### config.mk
export PLATFORM = sky130hd
export DESIGN_NAME = pfde_front
export DESIGN_NICKNAME = d
export VERILOG_FILES = /design/src/sv/pfde_pkg.sv /design/src/sv/pfde_front.sv
export SDC_FILE = /design/constraint.sdc
export NUM_CORES = 1
export LEC_CHECK = 0
export ABC_AREA = 1
export BUFFER_PORTS_ARGS = -buffer_cell sky130_fd_sc_hd__buf_2
export CORE_UTILIZATION = 40
export DETAILED_ROUTE_END_ITERATION = 8
export GPL_TIMING_DRIVEN = 0
export PLACE_DENSITY_LB_ADDON = 0.12
export REMOVE_ABC_BUFFERS = 1
export SLEW_MARGIN = 20
export SYNTH_ARGS = -nofsm -noshare
export SYNTH_HDL_FRONTEND = slang
export SYNTH_SLANG_ARGS = --single-unit
### constraint.sdc
create_clock -name vclk -period 3.9
set_input_delay 0.195 -clock vclk [all_inputs]
set_output_delay 0.195 -clock vclk [all_outputs]
set_load 0.1 [all_outputs]
### src/sv/pfde_pkg.sv
// Package of the page framebuffer draw engine.
// Holds the word types, mode codes, command kinds and the 5x7 font table.
// Has no dependencies.
package pfde_pkg;

    localparam int PAGE_ROWS   = 8;
    localparam int CELL_HEIGHT = 8;
    localparam int FONT_COLS   = 5;
    localparam int ADDR_BITS   = 11;
    localparam int COUNT_BITS  = 12;

    localparam logic [2:0] MODE_PIXEL     = 3'd0;
    localparam logic [2:0] MODE_GLYPH     = 3'd1;
    localparam logic [2:0] MODE_FILL      = 3'd2;
    localparam logic [2:0] MODE_READ      = 3'd3;
    localparam logic [2:0] MODE_CLR_DIRTY = 3'd4;
    localparam logic [2:0] MODE_MARK_ALL  = 3'd5;

    localparam logic [1:0] COLOR_BLACK  = 2'd0;
    localparam logic [1:0] COLOR_WHITE  = 2'd1;
    localparam logic [1:0] COLOR_INVERT = 2'd2;

    localparam logic [1:0] CFG_WIDTH  = 2'd0;
    localparam logic [1:0] CFG_HEIGHT = 2'd1;

    localparam logic [7:0] FONT_FIRST    = 8'd32;
    localparam logic [7:0] FONT_LAST     = 8'd126;
    localparam logic [6:0] FONT_FALLBACK = 7'd31;

    typedef struct packed {
        logic [2:0] mode;
        logic [7:0] x_pos;
        logic [7:0] y_pos;
        logic [2:0] page_index;
        logic [1:0] color;
        logic [7:0] glyph_code;
    } item_t;

    typedef struct packed {
        logic       status;
        logic [7:0] read_byte;
        logic       changed;
        logic [7:0] dirty_mask;
    } result_t;

    typedef enum logic [2:0] {
        K_NONE,
        K_PIXEL,
        K_GLYPH,
        K_FILL,
        K_READ,
        K_CLR_DIRTY,
        K_MARK_ALL
    } kind_t;

    typedef struct packed {
        kind_t                  kind;
        logic                   status;
        logic [ADDR_BITS-1:0]   addr;
        logic [2:0]             page;
        logic [2:0]             bit_sel;
        logic [1:0]             color;
        logic [6:0]             glyph;
        logic [7:0]             width;
        logic [COUNT_BITS-1:0]  count;
        logic [7:0]             mark_mask;
    } cmd_t;

    localparam logic [7:0] FONT_ROM [95][5] = '{
        '{8'h00,8'h00,8'h00,8'h00,8'h00},'{8'h00,8'h00,8'h5F,8'h00,8'h00},
        '{8'h00,8'h07,8'h00,8'h07,8'h00},'{8'h14,8'h7F,8'h14,8'h7F,8'h14},
        '{8'h24,8'h2A,8'h7F,8'h2A,8'h12},'{8'h23,8'h13,8'h08,8'h64,8'h62},
        '{8'h36,8'h49,8'h55,8'h22,8'h50},'{8'h00,8'h05,8'h03,8'h00,8'h00},
        '{8'h00,8'h1C,8'h22,8'h41,8'h00},'{8'h00,8'h41,8'h22,8'h1C,8'h00},
        '{8'h14,8'h08,8'h3E,8'h08,8'h14},'{8'h08,8'h08,8'h3E,8'h08,8'h08},
        '{8'h00,8'h50,8'h30,8'h00,8'h00},'{8'h08,8'h08,8'h08,8'h08,8'h08},
        '{8'h00,8'h60,8'h60,8'h00,8'h00},'{8'h20,8'h10,8'h08,8'h04,8'h02},
        '{8'h3E,8'h51,8'h49,8'h45,8'h3E},'{8'h00,8'h42,8'h7F,8'h40,8'h00},
        '{8'h42,8'h61,8'h51,8'h49,8'h46},'{8'h21,8'h41,8'h45,8'h4B,8'h31},
        '{8'h18,8'h14,8'h12,8'h7F,8'h10},'{8'h27,8'h45,8'h45,8'h45,8'h39},
        '{8'h3C,8'h4A,8'h49,8'h49,8'h30},'{8'h01,8'h71,8'h09,8'h05,8'h03},
        '{8'h36,8'h49,8'h49,8'h49,8'h36},'{8'h06,8'h49,8'h49,8'h29,8'h1E},
        '{8'h00,8'h36,8'h36,8'h00,8'h00},'{8'h00,8'h56,8'h36,8'h00,8'h00},
        '{8'h08,8'h14,8'h22,8'h41,8'h00},'{8'h14,8'h14,8'h14,8'h14,8'h14},
        '{8'h00,8'h41,8'h22,8'h14,8'h08},'{8'h02,8'h01,8'h51,8'h09,8'h06},
        '{8'h32,8'h49,8'h79,8'h41,8'h3E},'{8'h7E,8'h11,8'h11,8'h11,8'h7E},
        '{8'h7F,8'h49,8'h49,8'h49,8'h36},'{8'h3E,8'h41,8'h41,8'h41,8'h22},
        '{8'h7F,8'h41,8'h41,8'h22,8'h1C},'{8'h7F,8'h49,8'h49,8'h49,8'h41},
        '{8'h7F,8'h09,8'h09,8'h09,8'h01},'{8'h3E,8'h41,8'h49,8'h49,8'h7A},
        '{8'h7F,8'h08,8'h08,8'h08,8'h7F},'{8'h00,8'h41,8'h7F,8'h41,8'h00},
        '{8'h20,8'h40,8'h41,8'h3F,8'h01},'{8'h7F,8'h08,8'h14,8'h22,8'h41},
        '{8'h7F,8'h40,8'h40,8'h40,8'h40},'{8'h7F,8'h02,8'h0C,8'h02,8'h7F},
        '{8'h7F,8'h04,8'h08,8'h10,8'h7F},'{8'h3E,8'h41,8'h41,8'h41,8'h3E},
        '{8'h7F,8'h09,8'h09,8'h09,8'h06},'{8'h3E,8'h41,8'h51,8'h21,8'h5E},
        '{8'h7F,8'h09,8'h19,8'h29,8'h46},'{8'h46,8'h49,8'h49,8'h49,8'h31},
        '{8'h01,8'h01,8'h7F,8'h01,8'h01},'{8'h3F,8'h40,8'h40,8'h40,8'h3F},
        '{8'h1F,8'h20,8'h40,8'h20,8'h1F},'{8'h3F,8'h40,8'h38,8'h40,8'h3F},
        '{8'h63,8'h14,8'h08,8'h14,8'h63},'{8'h07,8'h08,8'h70,8'h08,8'h07},
        '{8'h61,8'h51,8'h49,8'h45,8'h43},'{8'h00,8'h7F,8'h41,8'h41,8'h00},
        '{8'h02,8'h04,8'h08,8'h10,8'h20},'{8'h00,8'h41,8'h41,8'h7F,8'h00},
        '{8'h04,8'h02,8'h01,8'h02,8'h04},'{8'h40,8'h40,8'h40,8'h40,8'h40},
        '{8'h00,8'h01,8'h02,8'h04,8'h00},'{8'h20,8'h54,8'h54,8'h54,8'h78},
        '{8'h7F,8'h48,8'h44,8'h44,8'h38},'{8'h38,8'h44,8'h44,8'h44,8'h20},
        '{8'h38,8'h44,8'h44,8'h48,8'h7F},'{8'h38,8'h54,8'h54,8'h54,8'h18},
        '{8'h08,8'h7E,8'h09,8'h01,8'h02},'{8'h0C,8'h52,8'h52,8'h52,8'h3E},
        '{8'h7F,8'h08,8'h04,8'h04,8'h78},'{8'h00,8'h44,8'h7D,8'h40,8'h00},
        '{8'h20,8'h40,8'h44,8'h3D,8'h00},'{8'h7F,8'h10,8'h28,8'h44,8'h00},
        '{8'h00,8'h41,8'h7F,8'h40,8'h00},'{8'h7C,8'h04,8'h18,8'h04,8'h78},
        '{8'h7C,8'h08,8'h04,8'h04,8'h78},'{8'h38,8'h44,8'h44,8'h44,8'h38},
        '{8'h7C,8'h14,8'h14,8'h14,8'h08},'{8'h08,8'h14,8'h14,8'h18,8'h7C},
        '{8'h7C,8'h08,8'h04,8'h04,8'h08},'{8'h48,8'h54,8'h54,8'h54,8'h20},
        '{8'h04,8'h3F,8'h44,8'h40,8'h20},'{8'h3C,8'h40,8'h40,8'h20,8'h7C},
        '{8'h1C,8'h20,8'h40,8'h20,8'h1C},'{8'h3C,8'h40,8'h30,8'h40,8'h3C},
        '{8'h44,8'h28,8'h10,8'h28,8'h44},'{8'h0C,8'h50,8'h50,8'h50,8'h3C},
        '{8'h44,8'h64,8'h54,8'h4C,8'h44},'{8'h00,8'h08,8'h36,8'h41,8'h00},
        '{8'h00,8'h00,8'h7F,8'h00,8'h00},'{8'h00,8'h41,8'h36,8'h08,8'h00},
        '{8'h08,8'h04,8'h08,8'h10,8'h08}
    };

endpackage

### src/sv/pfde_front.sv
// Front end of the page framebuffer draw engine.
// Checks each item against the panel size and turns it into a command.
// Depends on pfde_pkg.
module pfde_front #(
    parameter int MAX_WIDTH  = 128,
    parameter int MAX_HEIGHT = 64,
    parameter int CELL_WIDTH = 6
) (
    input  pfde_pkg::item_t item,
    input  logic [7:0]      panel_width,
    input  logic [6:0]      panel_height,
    output pfde_pkg::cmd_t  cmd
);

    logic [7:0]  used_w;
    logic [6:0]  used_h;
    logic [3:0]  pages;
    logic [11:0] page_base;
    logic [11:0] pix_base;
    logic [11:0] cell_base;
    logic [11:0] cell_end;
    logic [11:0] cell_col;
    logic [6:0]  glyph_idx;
    logic [7:0]  mark;

    always_comb
    begin
        used_w = ({1'b0, panel_width} > 9'(MAX_WIDTH)) ? 8'(MAX_WIDTH) : panel_width;
        used_h = (panel_height > 7'(MAX_HEIGHT)) ? 7'(MAX_HEIGHT) : panel_height;
        pages = used_h[6:3];
        page_base = 12'(item.page_index) * 12'(used_w);
        pix_base = 12'(item.y_pos[2:0]) * 12'(used_w);
        cell_col = 12'(item.x_pos) * 12'(CELL_WIDTH);
        cell_end = cell_col + 12'(CELL_WIDTH);
        cell_base = pix_base + cell_col;
        mark = (pages >= 4'd8) ? 8'hFF : 8'((9'd1 << pages) - 9'd1);
        if (item.glyph_code >= pfde_pkg::FONT_FIRST && item.glyph_code <= pfde_pkg::FONT_LAST)
        begin
            glyph_idx = 7'(item.glyph_code - pfde_pkg::FONT_FIRST);
        end
        else
        begin
            glyph_idx = pfde_pkg::FONT_FALLBACK;
        end

        cmd = '0;
        cmd.kind = pfde_pkg::K_NONE;
        cmd.status = 1'b1;
        cmd.color = item.color;
        cmd.glyph = glyph_idx;
        cmd.width = used_w;
        cmd.mark_mask = mark;
        cmd.bit_sel = item.y_pos[2:0];
        cmd.count = 12'(pages) * 12'(used_w);
        case (item.mode)
            pfde_pkg::MODE_PIXEL:
            begin
                cmd.page = item.y_pos[5:3];
                cmd.addr = pfde_pkg::ADDR_BITS'(12'(item.y_pos[5:3]) * 12'(used_w)
                           + 12'(item.x_pos));
                if (item.x_pos < used_w && {3'b000, item.y_pos[7:3]} < {4'b0000, pages})
                begin
                    cmd.kind = pfde_pkg::K_PIXEL;
                    cmd.status = 1'b0;
                end
            end
            pfde_pkg::MODE_GLYPH:
            begin
                cmd.page = item.y_pos[2:0];
                cmd.addr = pfde_pkg::ADDR_BITS'(cell_base);
                if (cell_end <= 12'(used_w) && item.y_pos < {4'b0000, pages})
                begin
                    cmd.kind = pfde_pkg::K_GLYPH;
                    cmd.status = 1'b0;
                end
            end
            pfde_pkg::MODE_FILL:
            begin
                cmd.kind = pfde_pkg::K_FILL;
                cmd.status = 1'b0;
            end
            pfde_pkg::MODE_READ:
            begin
                cmd.page = item.page_index;
                cmd.addr = pfde_pkg::ADDR_BITS'(page_base + 12'(item.x_pos));
                if (item.x_pos < used_w && {1'b0, item.page_index} < pages)
                begin
                    cmd.kind = pfde_pkg::K_READ;
                    cmd.status = 1'b0;
                end
            end
            pfde_pkg::MODE_CLR_DIRTY:
            begin
                cmd.page = item.page_index;
                if ({1'b0, item.page_index} < pages)
                begin
                    cmd.kind = pfde_pkg::K_CLR_DIRTY;
                    cmd.status = 1'b0;
                end
            end
            pfde_pkg::MODE_MARK_ALL:
            begin
                cmd.kind = pfde_pkg::K_MARK_ALL;
                cmd.status = 1'b0;
            end
            default:
            begin
                cmd.kind = pfde_pkg::K_NONE;
            end
        endcase
    end

endmodule

# After elaboration in Yosys (flattened, before gate mapping)
# Index checks and enable logic that the tools add are counted.
# Widths: inputs -> output; s select.
dict set report classes {
  addsub 6
  mul 5
  magnitude_cmp 10
  n_eq_ne 5
  n_shift 1
  muxes 12
  reduce_logical 7
}
# op count
set op_table {}
lappend op_table {{$mul 3x8->11} 3}
lappend op_table {{$pmux 11 s3} 1}
lappend op_table {{$add 11x8->11} 2}
lappend op_table {{$pmux 3 s6} 1}
lappend op_table {{$mux 8} 2}
lappend op_table {{$mux 7} 2}
lappend op_table {{$add 11x3->12 const B} 1}
lappend op_table {{$le 12x8->1} 1}
lappend op_table {{$mul 4x8->12} 1}
lappend op_table {{$add 11x11->11} 1}
lappend op_table {{$mul 8x2->10 const B} 1}
lappend op_table {{$pmux 3 s3} 1}
lappend op_table {{$ge 8x6->1 const B} 1}
lappend op_table {{$gt 8x8->1 const B} 1}
lappend op_table {{$le 8x7->1 const B} 1}
lappend op_table {{$lt 8x4->1} 1}
lappend op_table {{$lt 8x8->1} 1}
lappend op_table {{$mux 4} 2}
lappend op_table {{$shl 1x4->8 const A} 1}
lappend op_table {{$sub 8x1->8 const B} 1}
lappend op_table {{$gt 7x7->1 const B} 1}
lappend op_table {{$sub 7x6->7 const B} 1}
lappend op_table {{$eq 3x2->1 const B} 2}
lappend op_table {{$eq 3x3->1 const B} 2}
lappend op_table {{10 further kinds} 14}
dict set report totals {
  regBits 0
  out_inout_bits 58
  wordCells 46
}

# Depth between registers and ports, before layout
dict set report logic_depth {
  ltp_word 6
  ltp_mapped 22
  ltp_nobuf 21
}

# Least setup slack after synthesis
# Ideal clock, no wire load.
dict set report synth_path {
  path_kind {in2out}
  startpoint {in panel_width[3]}
  endpoint {out cmd[18] (netlist name)}
  arrival_ps 5350
  slack_ps -1645
  cell_stages 20
  n_path_buf 0
  cell_sequence {nor2_1 nand2_1 o21ai_1 nand2_1 inv_1 nand2_1 fa_1 inv_1 fa_1 ha_1 nand3_1 nand3_1 nand2_1 nand2_1 nand2_1 a21oi_1 nor2_1 nor2_1 nor2_1 xnor2_1}
}
# element line
set synth_lines {}
lappend synth_lines {{from (decl)} pfde_front.sv:10} ;# input logic [7:0] panel_width,
lappend synth_lines {{to (decl)} pfde_front.sv:12} ;# output pfde_pkg::cmd_t cmd

==> results.json <==
{
  "status": "complete, but fails checks",
  "violations": "negative setup slack",
  "crit_required_ns": 3.70,
  "seq_cell_count": 0,
  "most-common-layout-cells": "176 x nand2_1, 174 x inv_1, 104 x nor2_1",
  "seqCellArea_um2": 0,
  "grt_use_total_pct": 23.36,
  "initialDrtViolationCount": 243,
  "critPathCapture": "cmd[51]",
  "fin_crit_sh_pct": 101.9,
  "drive_above_1_share_pct": 24.31,
  "vias": 5729,
  "tightest_slew_ns": 0.5203,
  "syn_inst": 858,
  "syn2layout_area_growth_pct": 25.95,
  "finalMaxSlewViolations": 0,
  "initial_core_util_pct": 41.72,
  "max_slew_margin_pct": 65.18,
  "antenna_found_initial": 0,
  "fin_area_um2": 6765,
  "io_pins": 105,
  "cp.arrival_ns": 3.78,
  "max-vdd-ir-drop_v": 0.0001240,
  "rows": 41,
  "dp_cells": 1116,
  "final_common_cell": "nand2_1",
  "grt_first_pass_wirelength_um": 26400,
  "final_hold_viol_count": 0,
  "yosys-top-cells-area": "ha_1 21%, fa_1 20%, nand2_1 14%",
  "fp.coreArea_um2": 12880,
  "antenna_cells": 0,
  "globalplace.congestion": 0.8464,
  "ctsHoldBuffers": 0,
  "max_cap_violations": 0,
  "leakagePower_nw": 3.847,
  "start_kind": "primary input",
  "p_per_area_nw_per_um2": 221.2,
  "die-height_um": 117.9,
  "nFillCells": 1340,
  "grt_pass1_vias": 5476,
  "synth_cell_types": 34,
  "die_x_um": 117.9,
  "hold_class": "in -> out",
  "layout.nets": 1172,
  "ant_nets": 0,
  "crit_type": "in -> out",
  "startpoint": "panel_width[5]",
  "whs_ns": 0.3908,
  "vias_per_cell": 4.977,
  "wire_per_inst_um": 14.29,
  "layout_setup_ws_ns": -0.07396,
  "synth_top_area_share_pct": 20.96,
  "rsz0062_at_grt": "true",
  "globalRoute.totalOverflow": 0,
  "synth_top_cell_by_area": "ha_1",
  "instances_no_fill": 1151,
  "crit_path_end_kind": "primary output",
  "place_area_um2": 6010,
  "worst-path-max-fanout": 4,
  "synth_warnings": 0,
  "yosysSeqAreaShare_pct": 0,
  "drt-total-wl_um": 16450,
  "syn_area_um2": 5371,
  "drt_pre_antenna_iters": 5,
  "dpl.hpwl_um": 13360,
  "fmax_mhz": 251.6,
  "avgSynthCellArea_um2": 6.260,
  "dieArea_um2": 13900,
  "drc": 0,
  "setup_violations": 5,
  "clkbuf_count": 0,
  "grt_max_degree": 17,
  "layout_min_cycle_time_ns": 3.974,
  "placement.io_buffers": 101
}
worst max-delay path: stages:
cell and delay, ns:
buf_6 0.11, nor2_4 0.10, nand2_2 0.07, o21ai_4 0.22, nand2_4 0.11, clkinvlp_4 0.12, buf_6 0.11, nand2_4 0.04
fa_1 0.53, fa_1 0.49, inv_1 0.07, ha_2 0.18, inv_2 0.04, fa_2 0.36, nor2_4 0.13, o21ai_2 0.06
nand2_2 0.10, a21oi_2 0.06, o21bai_1 0.19, a21oi_1 0.09, o21ai_1 0.10, nand3_2 0.10, buf_12 0.18
logic make-up after synthesis:
family          after synthesis  share of synthesized area, %
fa+ha+maj                   144                         41.09
simple gates                386                         29.72
buf+inv                     206                         14.88
compound gates              104                         11.37
xor+xnor                     18                         2.935
cell usage after synthesis, types with 2 or more instances:
cell         n
a21o_1       2
inv_2        3
nor2_1     112
clkbuf_1     9
nand4_1      4
o21bai_1     5
nand2_2      6
xor2_1       9
inv_1      187
o221ai_1     5
or2_2       10
buf_4        5
o21ai_2      2
nor3_1       6
o2111ai_1    2
o311ai_0     3
nand3_1     42
nor2_2       4
o21ai_1      4
o211ai_1     6
ha_1        90
nand3_2      3
a21oi_1     50
o21ai_0     22
fa_1        54
xnor2_1      9
nand2_1    197
per-stage QoR:
step / util [%] / TNS, ns / worst slack [ns] / total power, W
after floorplan: - / -24.55 / -1.798 / 0.001035
after global placement: 46.67 / -8.394 / -0.8508 / 0.001330
after detailed placement: 46.67 / -8.127 / -0.8327 / 0.001333
after CTS: 49.93 / -0.1009 / -0.08942 / 0.001418
after global routing: 52.54 / -1.474 / -0.2624 / 0.001646
final: 52.54 / -0.1643 / -0.07396 / 0.001497
repair_timing:
item                                    CTS  global route
cloned                                    0             0
gates resized for setup                  74            74
pin swaps                                31            46
buffers inserted                         23            12
endpoints found under the setup margin   17            13
layout make-up:
class,instances,area (um^2),area share (%)
multi-input cells,652,4906,72.52
repair buffers,136,909.6,13.45
inverters,191,734.5,10.86
well taps,172,215.2,3.181
worst min path at each step:
stage / startpoint / cells past startpoint / end / slack, ns
finish: item[8] / 0 / cmd[35] / 0.39
global route: item[9] / 0 / cmd[36] / 0.39
CTS: item[8] / 0 / cmd[35] / 0.39
detailed placement: item[8] / 0 / cmd[35] / 0.39
global placement: item[8] / 0 / cmd[35] / 0.39
floorplan: panel_width[7] / 0 / cmd[27] / 0.39
per-layer routing:
metal  vias up  routed length, um  GRT usage (%)  part of all wire, %
met5         -                  0              0                    0
met4         0                303          3.205                  1.8
met3        22                923          1.550                  5.6
met2       159               7610          39.63                   46
met1      2633               7616          32.99                   46
li1       2915                  -              -                    -
power breakdown:
group / switching (W) / leakage [nW] / internal (W)
Sequential: 0 / 0 / 0
Combinational: 0.00103 / 3.85 / 0.000462
Clock: 0 / 0 / 0
Power figures use the tool's default switching activity.
