## config.mk

```make
export PLATFORM = sky130hd
export DESIGN_NAME = pfde_queue
export DESIGN_NICKNAME = d
export VERILOG_FILES = /design/src/sv/pfde_pkg.sv /design/src/sv/pfde_queue.sv
export SDC_FILE = /design/constraint.sdc
export NUM_CORES = 1
export LEC_CHECK = 0
export ABC_CLOCK_PERIOD_IN_PS = 10900
export BUFFER_PORTS_ARGS = -buffer_cell sky130_fd_sc_hd__buf_2
export CAP_MARGIN = 20
export CORE_MARGIN = 1.5
export CORE_UTILIZATION = 40
export DETAILED_ROUTE_END_ITERATION = 8
export GPL_TIMING_DRIVEN = 0
export PLACE_DENSITY_LB_ADDON = 0.25
export SYNTH_ARGS = -nofsm -noshare
export SYNTH_HDL_FRONTEND = slang
export SYNTH_SLANG_ARGS = --single-unit
export TNS_END_PERCENT = 20
```

## constraint.sdc

```tcl
create_clock -name clk -period 10.9 [get_ports clk]
set_input_delay 0.545 -clock clk [delete_from_list [all_inputs] [get_ports clk]]
set_output_delay 0.545 -clock clk [all_outputs]
set_load 0.02 [all_outputs]
```

## src/sv/pfde_pkg.sv

```systemverilog
// Package of the page framebuffer draw engine.
// Holds the word types, mode codes, command kinds and the 5x7 font table.
// Has no dependencies.
package pfde_pkg;

    localparam int PAGE_ROWS   = 8;
    localparam int CELL_HEIGHT = 8;
    localparam int FONT_COLS   = 5;
    localparam int ADDR_BITS   = 11;
    localparam int COUNT_BITS  = 12;

    localparam logic [2:0] MODE_PIXEL     = 3'd0;
    localparam logic [2:0] MODE_GLYPH     = 3'd1;
    localparam logic [2:0] MODE_FILL      = 3'd2;
    localparam logic [2:0] MODE_READ      = 3'd3;
    localparam logic [2:0] MODE_CLR_DIRTY = 3'd4;
    localparam logic [2:0] MODE_MARK_ALL  = 3'd5;

    localparam logic [1:0] COLOR_BLACK  = 2'd0;
    localparam logic [1:0] COLOR_WHITE  = 2'd1;
    localparam logic [1:0] COLOR_INVERT = 2'd2;

    localparam logic [1:0] CFG_WIDTH  = 2'd0;
    localparam logic [1:0] CFG_HEIGHT = 2'd1;

    localparam logic [7:0] FONT_FIRST    = 8'd32;
    localparam logic [7:0] FONT_LAST     = 8'd126;
    localparam logic [6:0] FONT_FALLBACK = 7'd31;

    typedef struct packed {
        logic [2:0] mode;
        logic [7:0] x_pos;
        logic [7:0] y_pos;
        logic [2:0] page_index;
        logic [1:0] color;
        logic [7:0] glyph_code;
    } item_t;

    typedef struct packed {
        logic       status;
        logic [7:0] read_byte;
        logic       changed;
        logic [7:0] dirty_mask;
    } result_t;

    typedef enum logic [2:0] {
        K_NONE,
        K_PIXEL,
        K_GLYPH,
        K_FILL,
        K_READ,
        K_CLR_DIRTY,
        K_MARK_ALL
    } kind_t;

    typedef struct packed {
        kind_t                  kind;
        logic                   status;
        logic [ADDR_BITS-1:0]   addr;
        logic [2:0]             page;
        logic [2:0]             bit_sel;
        logic [1:0]             color;
        logic [6:0]             glyph;
        logic [7:0]             width;
        logic [COUNT_BITS-1:0]  count;
        logic [7:0]             mark_mask;
    } cmd_t;

    localparam logic [7:0] FONT_ROM [95][5] = '{
        '{8'h00,8'h00,8'h00,8'h00,8'h00},'{8'h00,8'h00,8'h5F,8'h00,8'h00},
        '{8'h00,8'h07,8'h00,8'h07,8'h00},'{8'h14,8'h7F,8'h14,8'h7F,8'h14},
        '{8'h24,8'h2A,8'h7F,8'h2A,8'h12},'{8'h23,8'h13,8'h08,8'h64,8'h62},
        '{8'h36,8'h49,8'h55,8'h22,8'h50},'{8'h00,8'h05,8'h03,8'h00,8'h00},
        '{8'h00,8'h1C,8'h22,8'h41,8'h00},'{8'h00,8'h41,8'h22,8'h1C,8'h00},
        '{8'h14,8'h08,8'h3E,8'h08,8'h14},'{8'h08,8'h08,8'h3E,8'h08,8'h08},
        '{8'h00,8'h50,8'h30,8'h00,8'h00},'{8'h08,8'h08,8'h08,8'h08,8'h08},
        '{8'h00,8'h60,8'h60,8'h00,8'h00},'{8'h20,8'h10,8'h08,8'h04,8'h02},
        '{8'h3E,8'h51,8'h49,8'h45,8'h3E},'{8'h00,8'h42,8'h7F,8'h40,8'h00},
        '{8'h42,8'h61,8'h51,8'h49,8'h46},'{8'h21,8'h41,8'h45,8'h4B,8'h31},
        '{8'h18,8'h14,8'h12,8'h7F,8'h10},'{8'h27,8'h45,8'h45,8'h45,8'h39},
        '{8'h3C,8'h4A,8'h49,8'h49,8'h30},'{8'h01,8'h71,8'h09,8'h05,8'h03},
        '{8'h36,8'h49,8'h49,8'h49,8'h36},'{8'h06,8'h49,8'h49,8'h29,8'h1E},
        '{8'h00,8'h36,8'h36,8'h00,8'h00},'{8'h00,8'h56,8'h36,8'h00,8'h00},
        '{8'h08,8'h14,8'h22,8'h41,8'h00},'{8'h14,8'h14,8'h14,8'h14,8'h14},
        '{8'h00,8'h41,8'h22,8'h14,8'h08},'{8'h02,8'h01,8'h51,8'h09,8'h06},
        '{8'h32,8'h49,8'h79,8'h41,8'h3E},'{8'h7E,8'h11,8'h11,8'h11,8'h7E},
        '{8'h7F,8'h49,8'h49,8'h49,8'h36},'{8'h3E,8'h41,8'h41,8'h41,8'h22},
        '{8'h7F,8'h41,8'h41,8'h22,8'h1C},'{8'h7F,8'h49,8'h49,8'h49,8'h41},
        '{8'h7F,8'h09,8'h09,8'h09,8'h01},'{8'h3E,8'h41,8'h49,8'h49,8'h7A},
        '{8'h7F,8'h08,8'h08,8'h08,8'h7F},'{8'h00,8'h41,8'h7F,8'h41,8'h00},
        '{8'h20,8'h40,8'h41,8'h3F,8'h01},'{8'h7F,8'h08,8'h14,8'h22,8'h41},
        '{8'h7F,8'h40,8'h40,8'h40,8'h40},'{8'h7F,8'h02,8'h0C,8'h02,8'h7F},
        '{8'h7F,8'h04,8'h08,8'h10,8'h7F},'{8'h3E,8'h41,8'h41,8'h41,8'h3E},
        '{8'h7F,8'h09,8'h09,8'h09,8'h06},'{8'h3E,8'h41,8'h51,8'h21,8'h5E},
        '{8'h7F,8'h09,8'h19,8'h29,8'h46},'{8'h46,8'h49,8'h49,8'h49,8'h31},
        '{8'h01,8'h01,8'h7F,8'h01,8'h01},'{8'h3F,8'h40,8'h40,8'h40,8'h3F},
        '{8'h1F,8'h20,8'h40,8'h20,8'h1F},'{8'h3F,8'h40,8'h38,8'h40,8'h3F},
        '{8'h63,8'h14,8'h08,8'h14,8'h63},'{8'h07,8'h08,8'h70,8'h08,8'h07},
        '{8'h61,8'h51,8'h49,8'h45,8'h43},'{8'h00,8'h7F,8'h41,8'h41,8'h00},
        '{8'h02,8'h04,8'h08,8'h10,8'h20},'{8'h00,8'h41,8'h41,8'h7F,8'h00},
        '{8'h04,8'h02,8'h01,8'h02,8'h04},'{8'h40,8'h40,8'h40,8'h40,8'h40},
        '{8'h00,8'h01,8'h02,8'h04,8'h00},'{8'h20,8'h54,8'h54,8'h54,8'h78},
        '{8'h7F,8'h48,8'h44,8'h44,8'h38},'{8'h38,8'h44,8'h44,8'h44,8'h20},
        '{8'h38,8'h44,8'h44,8'h48,8'h7F},'{8'h38,8'h54,8'h54,8'h54,8'h18},
        '{8'h08,8'h7E,8'h09,8'h01,8'h02},'{8'h0C,8'h52,8'h52,8'h52,8'h3E},
        '{8'h7F,8'h08,8'h04,8'h04,8'h78},'{8'h00,8'h44,8'h7D,8'h40,8'h00},
        '{8'h20,8'h40,8'h44,8'h3D,8'h00},'{8'h7F,8'h10,8'h28,8'h44,8'h00},
        '{8'h00,8'h41,8'h7F,8'h40,8'h00},'{8'h7C,8'h04,8'h18,8'h04,8'h78},
        '{8'h7C,8'h08,8'h04,8'h04,8'h78},'{8'h38,8'h44,8'h44,8'h44,8'h38},
        '{8'h7C,8'h14,8'h14,8'h14,8'h08},'{8'h08,8'h14,8'h14,8'h18,8'h7C},
        '{8'h7C,8'h08,8'h04,8'h04,8'h08},'{8'h48,8'h54,8'h54,8'h54,8'h20},
        '{8'h04,8'h3F,8'h44,8'h40,8'h20},'{8'h3C,8'h40,8'h40,8'h20,8'h7C},
        '{8'h1C,8'h20,8'h40,8'h20,8'h1C},'{8'h3C,8'h40,8'h30,8'h40,8'h3C},
        '{8'h44,8'h28,8'h10,8'h28,8'h44},'{8'h0C,8'h50,8'h50,8'h50,8'h3C},
        '{8'h44,8'h64,8'h54,8'h4C,8'h44},'{8'h00,8'h08,8'h36,8'h41,8'h00},
        '{8'h00,8'h00,8'h7F,8'h00,8'h00},'{8'h00,8'h41,8'h36,8'h08,8'h00},
        '{8'h08,8'h04,8'h08,8'h10,8'h08}
    };

endpackage

```

## src/sv/pfde_queue.sv

```systemverilog
// Two-entry command queue between the front and back ends.
// Depends on pfde_pkg.
module pfde_queue (
    input  logic           clk,
    input  logic           rst_n,
    input  logic           wr_en,
    input  pfde_pkg::cmd_t wr_cmd,
    output logic           q_full,
    input  logic           rd_en,
    output pfde_pkg::cmd_t rd_cmd,
    output logic           q_empty
);

    pfde_pkg::cmd_t slot_reg [2];
    logic           wr_ptr_reg;
    logic           rd_ptr_reg;
    logic [1:0]     count_reg;

    assign q_full  = (count_reg == 2'd2);
    assign q_empty = (count_reg == 2'd0);
    assign rd_cmd  = slot_reg[rd_ptr_reg];

    always_ff @(posedge clk)
    begin
        if (wr_en)
        begin
            slot_reg[wr_ptr_reg] <= wr_cmd;
        end
    end

    always_ff @(posedge clk or negedge rst_n)
    begin
        if (!rst_n)
        begin
            wr_ptr_reg <= 1'b0;
            rd_ptr_reg <= 1'b0;
            count_reg  <= 2'd0;
        end
        else
        begin
            if (wr_en)
            begin
                wr_ptr_reg <= ~wr_ptr_reg;
            end
            if (rd_en)
            begin
                rd_ptr_reg <= ~rd_ptr_reg;
            end
            count_reg <= count_reg + 2'(wr_en) - 2'(rd_en);
        end
    end

endmodule

```

After elaboration in Yosys (flattened, before gate mapping)

Memory sizes are Yosys's and may differ from the RTL's.
Index checks and enable logic that the tools add are counted.

Flip-flop bits (word level): 4
Bits in latches: 0
Memory bits (writable): 116
Bits in read-only memories: 0
Bits of input ports: 62
Logic and storage cells: 12
Memories: 1

Memories:

| name     | depth | bits a word | read ports | clocked after Yosys merged registers in | wr ports | line             | text |
|---|---|---|---|---|---|---|---|
| slot_reg | 2     | 58          | 1          | 0                                       | 1        | pfde_queue.sv:14 | `pfde_pkg::cmd_t slot_reg [2];` |

Add/subtract/negate cells: 2
Multipliers: 0
Div/mod/pow operators: 0
$lt $le $gt $ge: 0
Eq/ne operators: 1
Shifts and indexed selects: 0
Multiplexer cells: 2
Bitwise gates (word level): 2
Reductions and logical operators: 1

Operators with widths:

| operator                                    | number |
|---|---|
| adder 2 x 1 -> 2 bit                        | 1 |
| equality test 2 bit (second input constant) | 1 |
| zero test 2 bit                             | 1 |
| 2-to-1 mux 1 bit                            | 2 |
| inverter 1 bit                              | 2 |
| subtractor 2 x 1 -> 2 bit                   | 1 |

Logic depth before layout (Yosys ltp)

Gate-level depths: netlist (run 1).

Depth in word-level cells: 2
Gate-level depth with buffers: 5
Mapped depth without buffers: 5

Worst setup path before layout (run 1)

Ideal clock, no wire load.

Kind: input to register
Start point: in wr_en
End point: mem slot_reg[0][0] in the netlist's numbering, enable pin
Arrival: 3103 ps
Setup slack: 7316 ps
Stages: 1
Cell sequence: nor2b_1

Cells in the longest elaborated chain, start to end: 2

Ends and longest elaborated chain:

| item                                   | line             | text |
|---|---|---|
| from (decl)                            | pfde_queue.sv:6  | `input logic wr_en,` |
| 2-to-1 mux 1 bit                       | pfde_queue.sv:25 | `if (wr_en)` |
| 2-to-1 mux 1 bit (implied by the code) | pfde_queue.sv:27 | `slot_reg[wr_ptr_reg] <= wr_cmd;` |
| to (decl)                              | pfde_queue.sv:14 |  |

No other way between the ends.

==> run summary, run 1 <==
PwrDens: 277.7 nW/um2
crit-path max FO: 10
pin count of the biggest net entering global routing: 59
Post-CTS Resized: 0
Slew Limit Fails: 0
Initial Util: 0.4103
first-pass GRT wire length: 11,120 um
Final GP Congestion: 0.6484
CTS H-tree lvls: 4
Worst EP arrival: 1.75 ns
clk_lat worst skew: 0.49 ns
maximum vdd ir drop: 0.1265 mV
FF+latch count, synth: 120
total wire length: 7427 um
post-synthesis xor/xnor area fraction: 0.009325
core box area: 10,790 um2
fill count: 891
CP required: 10.36 ns
cts hold-fix bufs: 1
IO Pins: 122
# DRC: 0
Max Root-Sink Buffers: 2
DPL Wire Length: 4687 um
Layout area overhead: 29.87%
Worst Path Class, Setup: reg -> out
fmax: 435.2 MHz
min-delay worst type: in -> reg
largest family of logic cells by synthesized area: multiplexers
Max Cap Violations: 0
Worst-Margin Slew: 0.9216 ns
antenna violations before repair: 1
Period Utilization, post-route: 0.2108
max reg flops: 116
Die ar.: 11,710 um2
Final Util: 0.5328
post-synth design cell area: 4428 um2
post-synthesis cell count: 196
static leakage: 0.002235 uW
Final Critical Period: 2.298 ns
Site Rows: 38
clk root buf: clkbuf_8
DRT iter0 DRCs: 71
Adder-Cell Fraction of Synth Area: 0.005651
layout cells sized above 1: 0.6154
wire per inst: 15.13 um
Avg Inst Size Synth: 22.59 um2
mux contribution to synthesized area: 0.1560
Worst-path clk slew: 0.06 ns
CP Launch Type: flip-flop
Nets: 402
setup bufs post-CTS: 0
Synth Area in Simple Gates: 0.005086
Worst setup EP type: output pin
vias in the first global route: 2,318
hold_ws: 0.2314 ns
total congestion overflow: 0
Sink Count: 120
Die X-Extent: 108.2 um
status: finished, final reports clean
Die H: 108.2 um
Antenna Nets Post-Route: 0
antenna fix cells: 0
sequential area share after synthesis: 0.8093
TNS Setup: 0 ns
Synthesized Nets: 260
unrepaired setup endpoints after global routing: no
Synthesis Warnings: 0
Hold Fails Final Rpt: 0
total track usage: 0.1329
Via-to-Cell Ratio: 4.601
PortBufs: 121
DRT Pass-1 Iters: 4
Slew HR: 0.3843
via count: 2,259
count of final setup violators: 0
post-synthesis compound-gate area fraction: 0
Layout Skew: 0.005530 ns
number of distinct library cells after synthesis: 14
cts bufs inserted: 17
TritonCTS clock tree: built
[worst max-delay path, stage by stage, from the launching register on]
cell and delay, ns:
dfrtp_1 0.34, buf_6 0.11, buf_2 0.26, mux2_2 0.38, buf_2 0.16
[cell families after synthesis]
logic type | count (synthesis)
XOR/XNOR | 3
adder cells (fa/ha/maj) | 2
buffers and inverters | 9
flip-flops | 120
multiplexers | 58
AND/OR/NAND/NOR | 4
[routing by layer]
metal	vias to the layer above	share of wire	global-route usage
li1	1067	-	-
met1	1103	0.39	0.1420
met2	80	0.52	0.2197
met3	7	0.080	0.06872
met4	2	0.0082	0.05921
met5	-	0.0013	0
[worst paths after layout]
check                            from         endpoint  slack, ns  depth (start not counted)
min                        wr_cmd[13]  slot_reg[0][13]       0.23                          1
min in group asynchronous       rst_n     count_reg[1]       0.38                          2
min reg2reg                wr_ptr_reg       wr_ptr_reg       0.56                          1
max                        rd_ptr_reg       rd_cmd[23]       8.60                          4
max reg2reg                wr_ptr_reg  slot_reg[0][25]       9.10                          2
max in group asynchronous       rst_n       wr_ptr_reg      10.38                          2
[layout by cell type, fill, tap and decap left out, drive strengths merged]
| cell type | n |
|---|---|
| and2 | 1 |
| dlygate4sd3 | 1 |
| edfxtp | 116 |
| clkbuf | 23 |
| mux2 | 58 |
| nor2 | 1 |
| clkinvlp | 4 |
| buf | 129 |
| ha | 2 |
| xor3 | 1 |
| nor2b | 2 |
| xor2 | 2 |
| inv | 2 |
| dfrtp | 4 |
| clkinv | 5 |
[synth_stat cells]
master,n,area (um2)
edfxtp_1,116,3483
dfrtp_1,4,100.1
nor2_1,1,3.750
nor2b_1,2,12.51
ha_1,2,25.02
xor2_1,2,17.52
xor3_1,1,23.77
buf_2,4,20.02
inv_1,2,7.510
mux2_4,10,150.1
buf_6,2,22.52
buf_8,1,15.01
and2_1,1,6.260
mux2_2,48,540.5
[report_power, final]
| group | switching, uW | total, uW | internal (uW) |
|---|---|---|---|
| logic | 288 | 498 | 211 |
| registers | 22.5 | 637 | 614 |
| clock network | 180 | 462 | 282 |
[through the flow]
| stage | total power, uW | setup slack, ns | instance area (um2) | instances |
|---|---|---|---|---|
| global placement | 1149 | 5.617 | 5209 | 457 |
| global route | 1677 | 8.503 | 5751 | 491 |
| CTS | 1624 | 8.533 | 5751 | 491 |
| detailed placement | 1155 | 8.767 | 5239 | 458 |
| floorplan | 1000 | 7.316 | 4428 | 196 |
| finish | 1597 | 8.602 | 5751 | 491 |
[final cells by class]
type / instances / area, um2 / share of cell area
well taps: 140 / 175.2 / 0.03046
inverters: 2 / 7.507 / 0.001305
clock inverters: 9 / 55.05 / 0.009574
plain buffers: 7 / 57.56 / 0.01001
repair buffers: 123 / 635.6 / 0.1105
multi-input cells: 67 / 789.5 / 0.1373
clock buffers: 23 / 446.7 / 0.07768
flip-flops and latches: 120 / 3583 / 0.6232
Power figures use the tool's default switching activity.
==> run 2, diff against run 1 <==
--- a/config.mk
+++ b/config.mk
@@ -5,7 +5,7 @@
 export SDC_FILE = /design/constraint.sdc
 export NUM_CORES = 1
 export LEC_CHECK = 0
-export ABC_CLOCK_PERIOD_IN_PS = 10900
+export ABC_CLOCK_PERIOD_IN_PS = 2400
 export BUFFER_PORTS_ARGS = -buffer_cell sky130_fd_sc_hd__buf_2
 export CAP_MARGIN = 20
 export CORE_MARGIN = 1.5
==> constraint.sdc (replaced) <==
create_clock -name clk -period 2.4 [get_ports clk]
set_input_delay 0.12 -clock clk [delete_from_list [all_inputs] [get_ports clk]]
set_output_delay 0.12 -clock clk [all_outputs]
set_load 0.02 [all_outputs]
==> run 2 against run 1 <==
- clock skew shrank 0.00071 ns
- non-clock buffer count grew 62
- via count grew 9.2%
- sequential share of layout area shrank 6.4 points
- critical path type unchanged
- largest cell class unchanged
==> run summary, run 2 (synthesized netlist as in run 1, its figures left out) <==
hold_ws: 0.3369 ns
commonest non-fill, non-tap cell in the layout: buf_2
CP Launch Type: flip-flop
DRT iter0 DRCs: 69
most frequent cells in the layout: 125 x buf_2, 116 x edfxtp_1, 62 x dlygate4sd3_1, 48 x mux2_2, 16 x clkbuf_16
vias in the first global route: 2,574
TNS Setup: 0 ns
Die ar.: 11,710 um2
Slew HR: 0.4584
worst r2r src: wr_ptr_reg
Final Util: 0.5937
total wire length: 7930 um
DPL Wire Length: 4779 um
CP startpoint: rd_ptr_reg
Worst EP arrival: 1.75 ns
clk root buf: clkbuf_8
Worst Path Class, Setup: reg -> out
Sink Count: 120
PwrDens: 1164 nW/um2
fmax: 534.5 MHz
Final Critical Period: 1.871 ns
Die X-Extent: 108.2 um
total congestion overflow: 0
clk_lat worst skew: 0.51 ns
Hold Crit Start: wr_cmd[51]
IO Pins: 122
CP required: 2.28 ns
Final GP Congestion: 0.6468
Nets: 464
core box area: 10,790 um2
# DRC: 0
Die H: 108.2 um
via count: 2,467
cell area after layout: 6407 um2
min-delay worst type: in -> reg
CTS H-tree lvls: 4
static leakage: 0.002500 uW
wire per inst: 14.34 um
Via-to-Cell Ratio: 4.461
Initial Util: 0.4103
pin count of the biggest net entering global routing: 59
Antenna Nets Post-Route: 0
maximum vdd ir drop: 0.6284 mV
TritonCTS clock tree: built
Worst-path clk slew: 0.06 ns
first-pass GRT wire length: 12,130 um
Worst-Margin Slew: 0.8124 ns
Layout area overhead: 44.70%
Worst setup EP type: output pin
max reg flops: 116
unrepaired setup endpoints after global routing: no
Post-CTS Resized: 0
Hold Fails Final Rpt: 0
crit-path max FO: 10
Slew Limit Fails: 0
count of final setup violators: 0
Site Rows: 38
setup bufs post-CTS: 0
Max Cap Violations: 0
Layout Skew: 0.004822 ns
Max Root-Sink Buffers: 2
DRT Pass-1 Iters: 4
antenna violations before repair: 0
status: finished, final reports clean
Period Utilization, post-route: 0.7796
antenna fix cells: 0
layout cells sized above 1: 0.5303
PortBufs: 121
total track usage: 0.1430
cts bufs inserted: 17
post-placement cell area: 5259 um2
run 2: critical path, cell delays in order, from the launching register on:
cell and delay (ns):
dfrtp_1 0.33, buf_6 0.11, buf_2 0.25, mux2_2 0.39
buf_2 0.16
run 2: power by group:
| group | switching, uW | leakage [uW] | internal, uW |
|---|---|---|---|
| clock | 855 | 0.000239 | 1350 |
| sequential | 107 | 0.00114 | 2790 |
| combinational | 1320 | 0.00113 | 1040 |
| total | 2280 | 0.00250 | 5180 |
run 2: path summary, 6_finish.rpt:
kind                              endpoint  slack (ns)  cells after the start
max reg2reg                slot_reg[1][27]        0.86                      1
min in group asynchronous     count_reg[0]        0.50                      3
max                             rd_cmd[56]        0.53                      4
max in group asynchronous       rd_ptr_reg        1.73                      3
min reg2reg                     wr_ptr_reg        0.57                      1
min                        slot_reg[0][51]        0.34                      2
run 2: layout make-up:
class,instances,area [um2]
plain buffers,7,57.56
clock buffers,18,417.9
clock inverters,14,110.1
fillers,851,4385
inverters,2,7.507
multi-input cells,67,789.5
flip-flops and latches,120,3583
well taps,140,175.2
repair buffers,185,1266
run 2: timing repair:
| action | 4_1_cts | 5_1_grt |
|---|---|---|
| endpoints found under the setup margin | 0 | 0 |
| hold buffers | 62 | 0 |
| endpoints found under the hold margin | 123 | 0 |
run 2: routing by layer:
| layer | vias up | global-route usage | part of all wire |
|---|---|---|---|
| li1 | 1184 | - | - |
| met1 | 1187 | 0.1595 | 0.41 |
| met2 | 87 | 0.2346 | 0.50 |
| met3 | 9 | 0.06691 | 0.074 |
| met4 | 0 | 0.06297 | 0.011 |
| met5 | - | 0 | 0 |
run 2: stage by stage:
| stage | total power, uW | cells | setup slack (ns) |
|---|---|---|---|
| after floorplan | 4535 | 196 | 0.05513 |
| after global placement | 5213 | 457 | -0.8732 |
| after detailed placement | 5261 | 459 | 0.8452 |
| after CTS | 7574 | 553 | 0.4777 |
| after global routing | 7820 | 553 | 0.4153 |
| final | 7456 | 553 | 0.5291 |
